**config.mk**
```make
export PLATFORM = sky130hd
export DESIGN_NAME = led_blink_pattern_generator
export DESIGN_NICKNAME = d
export VERILOG_FILES = /design/src/design/lbpg_pkg.sv /design/src/design/led_blink_pattern_generator.sv /design/src/design/lbpg_csr.sv /design/src/design/lbpg_blinker.sv /design/src/design/lbpg_engine.sv
export SDC_FILE = /design/constraint.sdc
export NUM_CORES = 1
export LEC_CHECK = 0
export ABC_AREA = 0
export ABC_CLOCK_PERIOD_IN_PS = 18800
export BUFFER_PORTS_ARGS = -buffer_cell sky130_fd_sc_hd__buf_2
export CAP_MARGIN = 30
export CORE_ASPECT_RATIO = 1.5
export CORE_MARGIN = 5
export CORE_UTILIZATION = 60
export CTS_CLUSTER_DIAMETER = 80
export DETAILED_ROUTE_END_ITERATION = 16
export PLACE_DENSITY = 0.86
export SLEW_MARGIN = 20
export SYNTH_ARGS = -nofsm -noshare
export SYNTH_HDL_FRONTEND = slang
export SYNTH_SLANG_ARGS = --single-unit
export TNS_END_PERCENT = 5
```
**constraint.sdc**
```tcl
create_clock -name clock -period 18.8 [get_ports clock]
set_input_delay 0.94 -clock clock [delete_from_list [all_inputs] [get_ports clock]]
set_output_delay 0.94 -clock clock [all_outputs]
set_load 0.02 [all_outputs]
```
**src/design/lbpg_pkg.sv**
```systemverilog
`default_nettype none
// ----------------------------------------------------------------------------
// LED blink pattern generator package
// Shared command codes, register indexes, mode codes and the structs that
// pass configuration, blinker step results and status between the modules.
// ----------------------------------------------------------------------------
package lbpg_pkg;

   // configuration port geometry
   localparam int CSR_INDEX_BITS = 3;
   localparam int CSR_DATA_BITS  = 64;

   // fixed field widths
   localparam int MODE_BITS    = 2;
   localparam int DELAY_BITS   = 16;
   localparam int RATIO_BITS   = 9;
   localparam int PLEN_BITS    = 4;
   localparam int SEG_IDX_BITS = 3;
   localparam int PROD_BITS    = RATIO_BITS + DELAY_BITS;

   // register indexes on the configuration port
   localparam logic [CSR_INDEX_BITS-1:0] REG_MODE         = 3'd0;
   localparam logic [CSR_INDEX_BITS-1:0] REG_PERIOD       = 3'd1;
   localparam logic [CSR_INDEX_BITS-1:0] REG_ON_RATIO     = 3'd2;
   localparam logic [CSR_INDEX_BITS-1:0] REG_PATTERN_LEN  = 3'd3;
   localparam logic [CSR_INDEX_BITS-1:0] REG_PATTERN_LOW  = 3'd4;
   localparam logic [CSR_INDEX_BITS-1:0] REG_PATTERN_HIGH = 3'd5;

   // blink modes (code three behaves as even mode)
   localparam logic [MODE_BITS-1:0] MODE_EVEN    = 2'd0;
   localparam logic [MODE_BITS-1:0] MODE_RATIO   = 2'd1;
   localparam logic [MODE_BITS-1:0] MODE_PATTERN = 2'd2;

   // register reset values
   localparam logic [MODE_BITS-1:0]  RST_MODE        = MODE_EVEN;
   localparam logic [DELAY_BITS-1:0] RST_PERIOD      = 16'd1000;
   localparam logic [RATIO_BITS-1:0] RST_ON_RATIO    = 9'd128;
   localparam logic [PLEN_BITS-1:0]  RST_PATTERN_LEN = 4'd2;

   // ratio ceiling: the on time equals the full period
   localparam logic [RATIO_BITS-1:0] RATIO_FULL = 9'd256;

   typedef enum logic [1:0] {
      CMD_TICK    = 2'd0,
      CMD_BLIP    = 2'd1,
      CMD_ENABLE  = 2'd2,
      CMD_RESTART = 2'd3
   } cmd_type;

   typedef enum logic [1:0] {
      BLIP_IDLE = 2'd0,
      BLIP_OFF  = 2'd1,
      BLIP_ON   = 2'd2
   } blip_phase_type;

   // settled configuration seen by the blinker
   typedef struct packed {
      logic [MODE_BITS-1:0]  mode;
      logic [DELAY_BITS-1:0] period;
      logic [DELAY_BITS-1:0] on_time;
      logic [PLEN_BITS-1:0]  len_eff;
   } cfg_type;

   // outcome of one blinker step
   typedef struct packed {
      logic                    led;
      logic [SEG_IDX_BITS-1:0] seg_index;
      logic [DELAY_BITS-1:0]   delay;
   } fire_type;

   // state visible on the result channel
   typedef struct packed {
      logic led;
      logic running;
      logic blip_busy;
   } status_type;

endpackage
`default_nettype wire

```
**src/design/led_blink_pattern_generator.sv**
```systemverilog
`default_nettype none
// ----------------------------------------------------------------------------
// LED blink pattern generator
// Drives one LED from a stream of tick, blip, enable and restart words.
// ----------------------------------------------------------------------------
// One request word is taken per clock cycle while req_stall is low. A word
// is captured in the input register and processed against the blinker and
// blip state once the result slot is free or being taken; its result word
// then appears on rsp_valid from the state registers, which hold that
// result until it is taken, while a further request may already wait
// in the input register. The ratio-mode on time is worked out from the
// registers through one 9 x 16 multiplier in the same cycle, so a register
// write counts for every word processed after it. There is no clearing
// pass after reset.
module led_blink_pattern_generator #(
   parameter int PATTERN_SLOTS = 8,
   parameter int TIME_BITS     = 16
) (
   input  wire logic                                clock,
   input  wire logic                                reset,
   // request channel
   input  wire logic                                req_valid,
   output logic                                     req_stall,
   input  wire logic [1:0]                          req_cmd,
   input  wire logic                                req_enable_value,
   input  wire logic [lbpg_pkg::DELAY_BITS-1:0]     req_blip_ms,
   // result channel
   output logic                                     rsp_valid,
   input  wire logic                                rsp_stall,
   output logic                                     rsp_led,
   output logic                                     rsp_blinker_running,
   output logic                                     rsp_blip_busy,
   // configuration port
   input  wire logic                                csr_wr_en,
   input  wire logic [lbpg_pkg::CSR_INDEX_BITS-1:0] csr_index,
   input  wire logic [lbpg_pkg::CSR_DATA_BITS-1:0]  csr_wdata
);

   logic                            in_valid_ff, in_valid_in;
   lbpg_pkg::cmd_type               cmd_ff;
   logic                            enable_ff;
   logic [lbpg_pkg::DELAY_BITS-1:0] blip_ms_ff;
   logic                            out_valid_ff, out_valid_in;
   logic                            req_take;
   logic                            advance;

   lbpg_pkg::cfg_type                                   cfg;
   logic [PATTERN_SLOTS-1:0][lbpg_pkg::DELAY_BITS-1:0]  seg_lens;
   lbpg_pkg::status_type                                status;

   // handshake: the held word moves on when the result slot is free or taken
   assign advance   = in_valid_ff && (!out_valid_ff || !rsp_stall);
   assign req_stall = in_valid_ff && !advance;
   assign req_take  = req_valid && !req_stall;

   always_comb begin
      in_valid_in = in_valid_ff;
      if (req_take) begin
         in_valid_in = 1'b1;
      end else if (advance) begin
         in_valid_in = 1'b0;
      end
   end

   always_comb begin
      out_valid_in = out_valid_ff;
      if (advance) begin
         out_valid_in = 1'b1;
      end else if (out_valid_ff && !rsp_stall) begin
         out_valid_in = 1'b0;
      end
   end

   always_ff @(posedge clock) begin
      if (reset) begin
         in_valid_ff  <= 1'b0;
         out_valid_ff <= 1'b0;
      end else begin
         in_valid_ff  <= in_valid_in;
         out_valid_ff <= out_valid_in;
      end
   end

   // input word register
   always_ff @(posedge clock) begin
      if (req_take) begin
         cmd_ff     <= lbpg_pkg::cmd_type'(req_cmd);
         enable_ff  <= req_enable_value;
         blip_ms_ff <= req_blip_ms;
      end
   end

   lbpg_csr #(
      .PATTERN_SLOTS(PATTERN_SLOTS)
   ) u_csr (
      .clock    (clock),
      .reset    (reset),
      .csr_wr_en(csr_wr_en),
      .csr_index(csr_index),
      .csr_wdata(csr_wdata),
      .cfg      (cfg),
      .seg_lens (seg_lens)
   );

   lbpg_engine #(
      .PATTERN_SLOTS(PATTERN_SLOTS),
      .TIME_BITS    (TIME_BITS)
   ) u_engine (
      .clock       (clock),
      .reset       (reset),
      .go          (advance),
      .cmd         (cmd_ff),
      .enable_value(enable_ff),
      .blip_ms     (blip_ms_ff),
      .cfg         (cfg),
      .seg_lens    (seg_lens),
      .status      (status)
   );

   assign rsp_valid           = out_valid_ff;
   assign rsp_led             = status.led;
   assign rsp_blinker_running = status.running;
   assign rsp_blip_busy       = status.blip_busy;

   // a processed word always lands in the result slot
   a_advance_fills: assert property (@(posedge clock) disable iff (reset)
      advance |=> rsp_valid)
      else $error("processed word did not produce a result");

   // the request side only stalls with a word already held
   a_stall_held: assert property (@(posedge clock) disable iff (reset)
      req_stall |-> in_valid_ff)
      else $error("request stalled with empty input register");

   // state only moves when a word is processed
   a_state_quiet: assert property (@(posedge clock) disable iff (reset)
      (!reset && !advance) |=>
         ($stable(rsp_led) && $stable(rsp_blinker_running) && $stable(rsp_blip_busy)))
      else $error("result state changed without a processed word");

endmodule
`default_nettype wire

```
**src/design/lbpg_csr.sv**
```systemverilog
`default_nettype none
// ----------------------------------------------------------------------------
// LED blink pattern generator configuration registers
// Holds the registers written over the configuration port, the segment
// lengths, and the ratio-mode on time derived from them.
// ----------------------------------------------------------------------------
module lbpg_csr #(
   parameter int PATTERN_SLOTS = 8
) (
   input  wire logic                                     clock,
   input  wire logic                                     reset,
   input  wire logic                                     csr_wr_en,
   input  wire logic [lbpg_pkg::CSR_INDEX_BITS-1:0]      csr_index,
   input  wire logic [lbpg_pkg::CSR_DATA_BITS-1:0]       csr_wdata,
   output lbpg_pkg::cfg_type                             cfg,
   output logic [PATTERN_SLOTS-1:0][lbpg_pkg::DELAY_BITS-1:0] seg_lens
);

   logic [lbpg_pkg::MODE_BITS-1:0]  mode_ff;
   logic [lbpg_pkg::DELAY_BITS-1:0] period_ff;
   logic [lbpg_pkg::RATIO_BITS-1:0] ratio_ff;
   logic [lbpg_pkg::PLEN_BITS-1:0]  plen_ff;
   logic [lbpg_pkg::DELAY_BITS-1:0] on_time;
   logic [lbpg_pkg::RATIO_BITS-1:0] ratio_sat;
   logic [lbpg_pkg::PROD_BITS-1:0]  ratio_prod;
   logic [lbpg_pkg::PLEN_BITS-1:0]  len_eff;
   logic [lbpg_pkg::DELAY_BITS-1:0] seg_ff [PATTERN_SLOTS];

   // scalar registers
   always_ff @(posedge clock) begin
      if (reset) begin
         mode_ff   <= lbpg_pkg::RST_MODE;
         period_ff <= lbpg_pkg::RST_PERIOD;
         ratio_ff  <= lbpg_pkg::RST_ON_RATIO;
         plen_ff   <= lbpg_pkg::RST_PATTERN_LEN;
      end else if (csr_wr_en) begin
         case (csr_index)
            lbpg_pkg::REG_MODE:        mode_ff   <= csr_wdata[lbpg_pkg::MODE_BITS-1:0];
            lbpg_pkg::REG_PERIOD:      period_ff <= csr_wdata[lbpg_pkg::DELAY_BITS-1:0];
            lbpg_pkg::REG_ON_RATIO:    ratio_ff  <= csr_wdata[lbpg_pkg::RATIO_BITS-1:0];
            lbpg_pkg::REG_PATTERN_LEN: plen_ff   <= csr_wdata[lbpg_pkg::PLEN_BITS-1:0];
            default: ;
         endcase
      end
   end

   // segment lengths: slots 0-3 from the low word, 4-7 from the high word
   for (genvar s = 0; s < PATTERN_SLOTS; s++) begin : g_seg
      localparam int Lane = s % 4;
      localparam logic [lbpg_pkg::CSR_INDEX_BITS-1:0] SrcReg =
         (s >= 4) ? lbpg_pkg::REG_PATTERN_HIGH : lbpg_pkg::REG_PATTERN_LOW;

      always_ff @(posedge clock) begin
         if (reset) begin
            seg_ff[s] <= '0;
         end else if (csr_wr_en && (csr_index == SrcReg)) begin
            seg_ff[s] <= csr_wdata[Lane*lbpg_pkg::DELAY_BITS +: lbpg_pkg::DELAY_BITS];
         end
      end

      assign seg_lens[s] = seg_ff[s];
   end

   // ratio-mode on time, (ratio * period) >> 8, straight from the registers
   assign ratio_sat  = (ratio_ff > lbpg_pkg::RATIO_FULL) ? lbpg_pkg::RATIO_FULL : ratio_ff;
   assign ratio_prod = lbpg_pkg::PROD_BITS'(ratio_sat) * lbpg_pkg::PROD_BITS'(period_ff);
   assign on_time    = ratio_prod[lbpg_pkg::DELAY_BITS+7:8];

   // pattern length clamped to 1..PATTERN_SLOTS
   always_comb begin
      if (plen_ff == '0) begin
         len_eff = lbpg_pkg::PLEN_BITS'(1);
      end else if (plen_ff > lbpg_pkg::PLEN_BITS'(PATTERN_SLOTS)) begin
         len_eff = lbpg_pkg::PLEN_BITS'(PATTERN_SLOTS);
      end else begin
         len_eff = plen_ff;
      end
   end

   assign cfg.mode    = mode_ff;
   assign cfg.period  = period_ff;
   assign cfg.on_time = on_time;
   assign cfg.len_eff = len_eff;

endmodule
`default_nettype wire

```
**src/design/lbpg_blinker.sv**
```systemverilog
`default_nettype none
// ----------------------------------------------------------------------------
// LED blink pattern generator blinker step
// Works out the new LED level, segment index and wait length of one
// blinker step from the current level, index and configuration.
// ----------------------------------------------------------------------------
module lbpg_blinker #(
   parameter int PATTERN_SLOTS = 8
) (
   input  wire lbpg_pkg::cfg_type                             cfg,
   input  wire logic [PATTERN_SLOTS-1:0][lbpg_pkg::DELAY_BITS-1:0] seg_lens,
   input  wire logic                                          led_cur,
   input  wire logic [lbpg_pkg::SEG_IDX_BITS-1:0]             idx_cur,
   output lbpg_pkg::fire_type                                 fire
);

   localparam int SegSelBits = $clog2(PATTERN_SLOTS);

   logic [lbpg_pkg::SEG_IDX_BITS-1:0] idx_wrap;
   logic                              led_toggle;

   // an index at or past the active length starts over at the first segment
   assign idx_wrap   = ({1'b0, idx_cur} >= cfg.len_eff) ? '0 : idx_cur;
   assign led_toggle = ~led_cur;

   always_comb begin
      case (cfg.mode)
         lbpg_pkg::MODE_PATTERN: begin
            fire.led       = ~idx_wrap[0];
            fire.delay     = seg_lens[idx_wrap[SegSelBits-1:0]];
            fire.seg_index = idx_wrap + lbpg_pkg::SEG_IDX_BITS'(1);
         end
         lbpg_pkg::MODE_RATIO: begin
            fire.led       = led_toggle;
            fire.delay     = led_toggle ? cfg.on_time : (cfg.period - cfg.on_time);
            fire.seg_index = idx_cur;
         end
         default: begin
            fire.led       = led_toggle;
            fire.delay     = cfg.period;
            fire.seg_index = idx_cur;
         end
      endcase
   end

endmodule
`default_nettype wire

```
**src/design/lbpg_engine.sv**
```systemverilog
`default_nettype none
// ----------------------------------------------------------------------------
// LED blink pattern generator engine
// Holds the blinker and blip state and applies one command word per
// go cycle: blinker step first, then the blip sequencer.
// ----------------------------------------------------------------------------
module lbpg_engine #(
   parameter int PATTERN_SLOTS = 8,
   parameter int TIME_BITS     = 16
) (
   input  wire logic                                          clock,
   input  wire logic                                          reset,
   input  wire logic                                          go,
   input  wire lbpg_pkg::cmd_type                             cmd,
   input  wire logic                                          enable_value,
   input  wire logic [lbpg_pkg::DELAY_BITS-1:0]               blip_ms,
   input  wire lbpg_pkg::cfg_type                             cfg,
   input  wire logic [PATTERN_SLOTS-1:0][lbpg_pkg::DELAY_BITS-1:0] seg_lens,
   output lbpg_pkg::status_type                               status
);

   logic                              led_ff, led_in;
   logic                              running_ff, running_in;
   logic                              armed_ff, armed_in;
   logic [TIME_BITS-1:0]              rem_ff, rem_in;
   logic [lbpg_pkg::SEG_IDX_BITS-1:0] idx_ff, idx_in;
   lbpg_pkg::blip_phase_type          phase_ff, phase_in;
   logic [TIME_BITS-1:0]              brem_ff, brem_in;
   logic                              saved_ff, saved_in;
   logic                              touched_ff, touched_in;
   logic [lbpg_pkg::DELAY_BITS-1:0]   blen_ff, blen_in;

   logic                              do_fire;
   logic [lbpg_pkg::SEG_IDX_BITS-1:0] fire_idx_cur;
   lbpg_pkg::fire_type                fire;

   // wait length cut to the timer width; zero counts as one tick
   function automatic logic [TIME_BITS-1:0] clip_wait(input logic [lbpg_pkg::DELAY_BITS-1:0] d);
      logic [TIME_BITS-1:0] t;
      t = TIME_BITS'(d);
      return (t == '0) ? TIME_BITS'(1) : t;
   endfunction

   // restart steps from the first segment
   assign fire_idx_cur = (cmd == lbpg_pkg::CMD_RESTART) ? '0 : idx_ff;

   lbpg_blinker #(
      .PATTERN_SLOTS(PATTERN_SLOTS)
   ) u_blinker (
      .cfg     (cfg),
      .seg_lens(seg_lens),
      .led_cur (led_ff),
      .idx_cur (fire_idx_cur),
      .fire    (fire)
   );

   // next state
   always_comb begin
      led_in     = led_ff;
      running_in = running_ff;
      armed_in   = armed_ff;
      rem_in     = rem_ff;
      idx_in     = idx_ff;
      phase_in   = phase_ff;
      brem_in    = brem_ff;
      saved_in   = saved_ff;
      touched_in = touched_ff;
      blen_in    = blen_ff;
      do_fire    = 1'b0;

      if (go) begin
         // command decode
         case (cmd)
            lbpg_pkg::CMD_TICK: begin
               if (armed_ff) begin
                  rem_in = rem_ff - TIME_BITS'(1);
                  if (rem_in == '0) begin
                     armed_in = 1'b0;
                     do_fire  = running_ff;
                  end
               end
            end
            lbpg_pkg::CMD_BLIP: begin
               if (phase_ff == lbpg_pkg::BLIP_IDLE) begin
                  saved_in   = led_ff;
                  led_in     = 1'b0;
                  touched_in = 1'b0;
                  blen_in    = blip_ms;
                  phase_in   = lbpg_pkg::BLIP_OFF;
                  brem_in    = clip_wait(blip_ms);
               end
            end
            lbpg_pkg::CMD_ENABLE: begin
               running_in = enable_value;
               if (enable_value) begin
                  do_fire = 1'b1;
               end else begin
                  led_in   = 1'b0;
                  armed_in = 1'b0;
                  rem_in   = '0;
                  if (phase_ff != lbpg_pkg::BLIP_IDLE) begin
                     touched_in = 1'b1;
                  end
               end
            end
            lbpg_pkg::CMD_RESTART: begin
               if (cfg.mode == lbpg_pkg::MODE_PATTERN) begin
                  idx_in = '0;
                  if (armed_ff) begin
                     armed_in = 1'b0;
                     rem_in   = '0;
                     do_fire  = running_ff;
                  end
               end
            end
            default: ;
         endcase

         // blinker step
         if (do_fire) begin
            led_in   = fire.led;
            idx_in   = fire.seg_index;
            armed_in = 1'b1;
            rem_in   = clip_wait(fire.delay);
            if (phase_ff != lbpg_pkg::BLIP_IDLE) begin
               touched_in = 1'b1;
            end
         end

         // blip sequencer runs after the blinker on a tick
         if ((cmd == lbpg_pkg::CMD_TICK) && (phase_ff != lbpg_pkg::BLIP_IDLE)) begin
            brem_in = brem_ff - TIME_BITS'(1);
            if (brem_in == '0) begin
               if (touched_in) begin
                  phase_in = lbpg_pkg::BLIP_IDLE;
               end else begin
                  case (phase_ff)
                     lbpg_pkg::BLIP_OFF: begin
                        led_in   = 1'b1;
                        phase_in = lbpg_pkg::BLIP_ON;
                        brem_in  = clip_wait(blen_ff);
                     end
                     lbpg_pkg::BLIP_ON: begin
                        led_in   = saved_ff;
                        phase_in = lbpg_pkg::BLIP_IDLE;
                     end
                     default: begin
                        phase_in = lbpg_pkg::BLIP_IDLE;
                     end
                  endcase
               end
            end
         end
      end
   end

   // state registers; they also serve as the result register
   always_ff @(posedge clock) begin
      if (reset) begin
         led_ff     <= 1'b0;
         running_ff <= 1'b0;
         armed_ff   <= 1'b0;
         rem_ff     <= '0;
         idx_ff     <= '0;
         phase_ff   <= lbpg_pkg::BLIP_IDLE;
         brem_ff    <= '0;
         saved_ff   <= 1'b0;
         touched_ff <= 1'b0;
         blen_ff    <= '0;
      end else begin
         led_ff     <= led_in;
         running_ff <= running_in;
         armed_ff   <= armed_in;
         rem_ff     <= rem_in;
         idx_ff     <= idx_in;
         phase_ff   <= phase_in;
         brem_ff    <= brem_in;
         saved_ff   <= saved_in;
         touched_ff <= touched_in;
         blen_ff    <= blen_in;
      end
   end

   // outputs
   assign status.led       = led_ff;
   assign status.running   = running_ff;
   assign status.blip_busy = (phase_ff != lbpg_pkg::BLIP_IDLE);

endmodule
`default_nettype wire
```
* Word level (Yosys, flattened, before mapping)
Memories as Yosys holds them, arrays and structs flattened. Index checks and enable logic that the tools add are counted.
Word-level totals: output and inout port bits 5, memories 1, bits in writable memories 128, bits in registers 110, word-level logic and storage cells 175, input port bits 91
Memories:
- u_csr.seg_ff | words 8, width 16, read ports 8, clocked after memory_dff 0, write ports 8, RTL line lbpg_csr.sv:27 | logic [lbpg_pkg::DELAY_BITS-1:0] seg_ff [PATTERN_SLOTS];
Cells by class: multiplexer cells 81, $add $sub $neg 4, reductions and logical operators 39, order comparisons 4, eq/ne operators 16, $mul 1, bitwise logic cells 10
Operators with widths (number):
- 16-bit 2-to-1 mux | 24
- 16-bit zero test | 5
- 16-bit binary-select mux with 3-bit select | 1
- 16-bit case mux with 3 select lines | 1
- 20-bit case mux with 2 select lines | 1
- 1-bit 2-to-1 mux | 35
- 16-bit by 1-bit subtractor with 16-bit output, second input constant | 2
- 9-bit by 16-bit multiplier with 24-bit output | 1
- 16-bit subtractor | 1
- 3-bit 2-to-1 mux | 5
- 2-bit nonzero test | 7
- 2-bit 2-to-1 mux | 6
- 2-bit AND reduction | 5
- 9-bit > comparator, second input constant | 1
- 9-bit 2-to-1 mux | 1
- 3-bit AND reduction | 3
- 2-bit == test, second input constant | 4
- 4-bit 2-to-1 mux | 2
- 1-bit bitwise OR | 8
- 1-bit logical AND | 7
- 2-bit by 1-bit == test with 1-bit output, second input constant | 3
- 3-bit by 2-bit == test with 1-bit output, second input constant | 2
- 3-bit == test, second input constant | 2
- 3-bit by 2-bit != test with 1-bit output, second input constant | 2
- other kinds (18) | 26

* Longest topological paths before layout
depth in word-level cells 13, mapped depth 29, depth with buffers taken out 28

* Cells and area by module
From an unflattened synthesis, not the netlist that was laid out.
Unflattened totals: cells, all modules 1839, area total of the unflattened synthesis 17345.4 sq um
By module, submodules not included:
- lbpg_csr | area each 10227.3 sq um, cells an instance 926, sequential area each 4464.3 sq um, instances 1
- lbpg_engine | area each 3726.1 sq um, cells an instance 481, sequential area each 1161.1 sq um, instances 1
- lbpg_blinker | area each 2735.1 sq um, cells an instance 403, sequential area each 0.0 sq um, instances 1
- led_blink_pattern_generator | area each 656.9 sq um, cells an instance 29, sequential area each 610.6 sq um, instances 1

* Worst setup path after synthesis
No wires, ideal clock.
path kind register -> register, from reg u_csr.ratio_ff[8] in the netlist's numbering, to reg u_engine.rem_ff[0], data required time 18.730 ns, setup time 0.070 ns, buffers on the path 2, setup slack 11.949 ns, arrival 6.781 ns, cell stages (with the launch flop) 26, period minus slack after synthesis 6.851 ns, path through dfxtp_1 > clkbuf_1 > nor2b_1 > clkbuf_1 > nand2_1 > fa_1 > inv_1 > fa_1 > inv_1 > fa_1 > inv_1 > fa_1 > ha_1 > a2111oi_0 > a211oi_1 > o41a_1 > a41o_1 > o21a_1 > or2_2 > ha_1 > o21ai_0 > a32oi_1 > mux2i_1 > xnor3_1 > a21oi_1 > o2bb2ai_1
On the way: word-level cells in the longest chain between the ends 9
Ends and longest elaborated chain:
- start: declaration | RTL line lbpg_csr.sv:21 | logic [lbpg_pkg::RATIO_BITS-1:0] ratio_ff;
- start signal: assignment | RTL line lbpg_csr.sv:34 | ratio_ff <= lbpg_pkg::RST_ON_RATIO;
- start signal: assignment | RTL line lbpg_csr.sv:40 | lbpg_pkg::REG_ON_RATIO: ratio_ff <= csr_wdata[lbpg_pkg::RATIO_BITS-1:0];
- 9-bit > comparator | RTL line lbpg_csr.sv:65 | assign ratio_sat = (ratio_ff > lbpg_pkg::RATIO_FULL) ? lbpg_pkg::RATIO_FULL : ratio_ff;
- 9-bit 2-to-1 mux (*) | RTL line lbpg_csr.sv:65
- 9-bit by 16-bit multiplier with 24-bit output (*) | RTL line lbpg_csr.sv:66 | assign ratio_prod = lbpg_pkg::PROD_BITS'(ratio_sat) * lbpg_pkg::PROD_BITS'(period_ff);
- 16-bit subtractor | RTL line lbpg_blinker.sv:35 | fire.delay = led_toggle ? cfg.on_time : (cfg.period - cfg.on_time);
- 16-bit 2-to-1 mux (*) | RTL line lbpg_blinker.sv:35
- 20-bit case mux with 2 select lines (*) | RTL line lbpg_blinker.sv:27 | case (cfg.mode)
- 16-bit zero test | RTL line lbpg_engine.sv:41 | return (t == '0) ? TIME_BITS'(1) : t;
- 16-bit 2-to-1 mux (*) | RTL line lbpg_engine.sv:41
- 16-bit 2-to-1 mux (*) | RTL line lbpg_engine.sv:120 | if (do_fire) begin
- end signal: assignment | RTL line lbpg_engine.sv:174 | rem_ff <= rem_in;
- end: declaration | RTL line lbpg_engine.sv:25 | logic [TIME_BITS-1:0] rem_ff, rem_in;
Mark *: on every way between the ends. The rest lies on a longest branch, timed or not. A chain may end at the register's enable or synchronous reset.

* Final worst setup path
Same ends and word-level chain as after synthesis.

==> results.yml <==
run_status:
  outcome: "finished clean"
grt:
  grt_pass1_vias: 14200
  grt_max_degree: 65
  overflow: 0
  antenna_found_initial: 0
  grt.total_usage: 0.280
  grt_pass1_wl_mm: 72.0
cells_and_area:
  fin_nets: 2117
  layout_common_cells: "261 x nand2_1, 216 x and2_1, 147 x edfxtp_1, 140 x inv_1, 104 x nor2_1"
  antennaDiodeCount: 0
  final_common_cell: "nand2_1"
  area_growth_pct: 8.93
  layout-drive-gt1-share: 0.100
  finalNonFillerCells: 2217
yosys:
  synth_top_family_by_area: "simple AND/OR/NAND/NOR gates"
  yosysTopAreaCell: "edfxtp_1"
  yosys_warnings: 0
  synthMuxAreaShare: 0.0164
  synth_nets: 2069
  synth-edff-count: 147
  synth_simple_gate_area_frac: 0.239
  yosysSeqAreaShare: 0.371
  avgSynthCellArea_sq_um: 9.30
  ys_types: 85
  synth_cells: 1808
  synth_area_leaders: "edfxtp_1 26%, fa_1 12%, dfxtp_1 11%"
  ys.flop_type: "edfxtp_1"
  synth_area_sq_um: 16800
  synth_compound_area_frac: 0.125
  synthAdderAreaFrac: 0.170
  synthXorXnorAreaFrac: 0.0253
  async_flop_share: 0
  synth.top_cell.area_share: 0.263
  synth-seq-cells: 238
placement:
  numPortBuffers: 95
  place_congestion: 0.994
  dp_cells: 2171
  dp_hpwl_mm: 33.2
clock_tree:
  tritoncts: "yes"
  cts_hold_buffers: 0
  post_cts_resized: 0
  cts_buffer_depth: 3
  clockRootBuffer: "clkbuf_16"
  post-cts-setup-buffer-count: 0
  cts.reportedPaths.clkPinSlew_ns: 0.07
  htree_num_levels: 1
  clk_latency_ns: 0.52
  cts-buffers-inserted: 22
  numClockSinks: 238
worst_setup_path:
  r2r_setup_slack_ns: 10.64
  cp-startpoint: "u_csr.ratio_ff[8]$_SDFFE_PP0P_"
  cp.arrival_ns: 8.62
  required_ns: 19.25
  crit_path_end: "u_engine.rem_ff[0]$_SDFFE_PP0P_"
  rr_startpoint: "u_csr.ratio_ff[8]$_SDFFE_PP0P_"
  cp-end-kind: "register"
  worstReg2RegEnd: "u_engine.rem_ff[0]$_SDFFE_PP0P_"
  reg2reg_depth: 25
  path_class: "register to register"
  start_kind: "register"
  cp_max_fo: 26
floorplan:
  ios: 96
  coreArea_sq_um: 27800
  start_util: 0.605
  die_w_microns: 147
  fp.dieH_microns: 215
  num_rows: 75
  die-area_sq_um: 31500
pwr:
  p_switching_uw: 345
  p_leak_nw: 7.65
  power_mw: 1.27
  pwr-share-comb: 0.173
  p_clk_frac: 0.357
  p_per_area_nw_per_um2: 69.4
  power_switching_share: 0.272
  p_int_uw: 926
  ir_drop_mv: 0.0898
  p_seq_frac: 0.470
detailed_routing:
  drt-initial-drc-count: 1251
  wl_mm: 44.6
  dr.pass1.iters: 5
  via_per_inst: 6.22
  routedWlPerCell_microns: 20.1
  num_vias: 13800
  drc: 0
  final_antenna_net_count: 0
sta:
  grt_setup_unrepaired: "no"
  fin_skew_ns: 0.0141
  fin_crit_ns: 8.16
  maxSlewHeadroom: 0.343
  worst_pin_slew_ns: 0.984
  hold_violations: 0
  max_freq_ghz: 0.122
  drv_slew: 0
  period_share: 0.434
  fin_tns_setup_ns: 0
  setup_viol: 0
hold_path:
  whs_path_depth: 2
  hold_path.class: "register to register"
job:
  cap_violations: 0
[power groups by stage]
stage,Clock (mW),Sequential [mW],Combinational (mW)
2_1_floorplan,0,0.601,0.162
3_3_place_gp,0,0.607,0.211
3_5_place_dp,0,0.608,0.215
4_1_cts,0.459,0.597,0.217
5_1_grt,0.481,0.599,0.244
6_report,0.455,0.597,0.220
[cell type report]
| type | count | area [sq um] |
|---|---|---|
| timing repair buffer | 119 | 681 |
| fill | 2134 | 9460 |
| tap | 346 | 433 |
| inverter | 141 | 529 |
| multi-input combinational | 1334 | 9710 |
| sequential | 238 | 6240 |
| clock buffer | 28 | 604 |
| clock inverter | 11 | 123 |
[cell usage after synthesis, drive strengths merged, types with 31 or more instances]
| cell | instances |
|---|---|
| nand2 | 261 |
| and2 | 216 |
| edfxtp | 147 |
| inv | 140 |
| nor2 | 106 |
| fa | 98 |
| dfxtp | 91 |
| a21oi | 87 |
| clkbuf | 84 |
| ha | 72 |
| nand3 | 45 |
| o21ai | 42 |
| nor3 | 39 |
| xnor2 | 31 |
[through the flow]
step	hold WS (ns)	util	setup WS, ns	area (sq um)
global route	0.490	0.659	10.0	18300
global placement	0.437	0.630	10.92	17500
floorplan	0.430	-	11.95	16800
finish	0.463	0.659	10.64	18300
CTS	0.463	0.657	10.64	18300
detailed placement	0.453	0.631	10.66	17500
[critical path, stage by stage, from the launching register on]
cell,delay [ns]
dfxtp_1,0.60
nor2b_1,0.87
nand2_1,0.19
fa_1,0.56
inv_1,0.06
fa_1,0.50
inv_1,0.06
fa_1,0.54
inv_1,0.05
fa_1,0.43
ha_1,0.33
a2111oi_0,0.60
a211oi_1,0.31
or2_2,0.41
xnor2_1,0.17
ha_1,0.37
nand2_1,0.11
a21oi_1,0.17
o21ai_0,0.12
a31oi_1,0.29
o211ai_1,0.12
a32oi_1,0.23
mux2i_1,0.24
xnor3_1,0.46
a21oi_1,0.17
o2bb2ai_1,0.13
[flip-flops by register name (all words and copies together) (netlist names), 3 cells and up]
signal	cells
blip_ms_ff	16
u_csr.period_ff	16
u_csr.plen_ff	4
u_csr.ratio_ff	9
u_csr.seg_ff	128
u_engine.blen_ff	16
u_engine.brem_ff	16
u_engine.idx_ff	3
u_engine.rem_ff	16
[cells by family (layout without fill, tap and decap cells)]
kind of cell,Yosys count,in the layout
muxes,26,26
buffers and inverters,236,299
xor gates and xnor gates,47,47
and+or+nand+nor,786,786
adders and majority gates,170,170
DFF,238,238
AOI/OAI and AO/OA,305,305
[worst min path at each step]
stage / start / endpoint / slack, ns
after floorplan: u_csr.ratio_ff[7]$_SDFFE_PP1P_ / u_csr.ratio_ff[7]$_SDFFE_PP1P_ / 0.43
after global placement: u_csr.ratio_ff[2]$_SDFFE_PP0P_ / u_csr.ratio_ff[2]$_SDFFE_PP0P_ / 0.44
after detailed placement: u_engine.saved_ff$_SDFFE_PP0P_ / u_engine.saved_ff$_SDFFE_PP0P_ / 0.45
after CTS: u_engine.blen_ff[0]$_SDFFE_PP0P_ / u_engine.blen_ff[0]$_SDFFE_PP0P_ / 0.46
after global routing: u_csr.ratio_ff[6]$_SDFFE_PP0P_ / u_csr.ratio_ff[6]$_SDFFE_PP0P_ / 0.49
final: u_engine.blen_ff[0]$_SDFFE_PP0P_ / u_engine.blen_ff[0]$_SDFFE_PP0P_ / 0.46
[routing by layer]
layer  up-vias  track usage  routed length, microns
met5         -            0                       0
met4         0        0.176                    3150
met3       210       0.0360                    2830
met2       609        0.496                   22600
met1      6660        0.317                   15900
li1       6304            -                       -
Note: power is estimated with default switching activity, not from simulation.
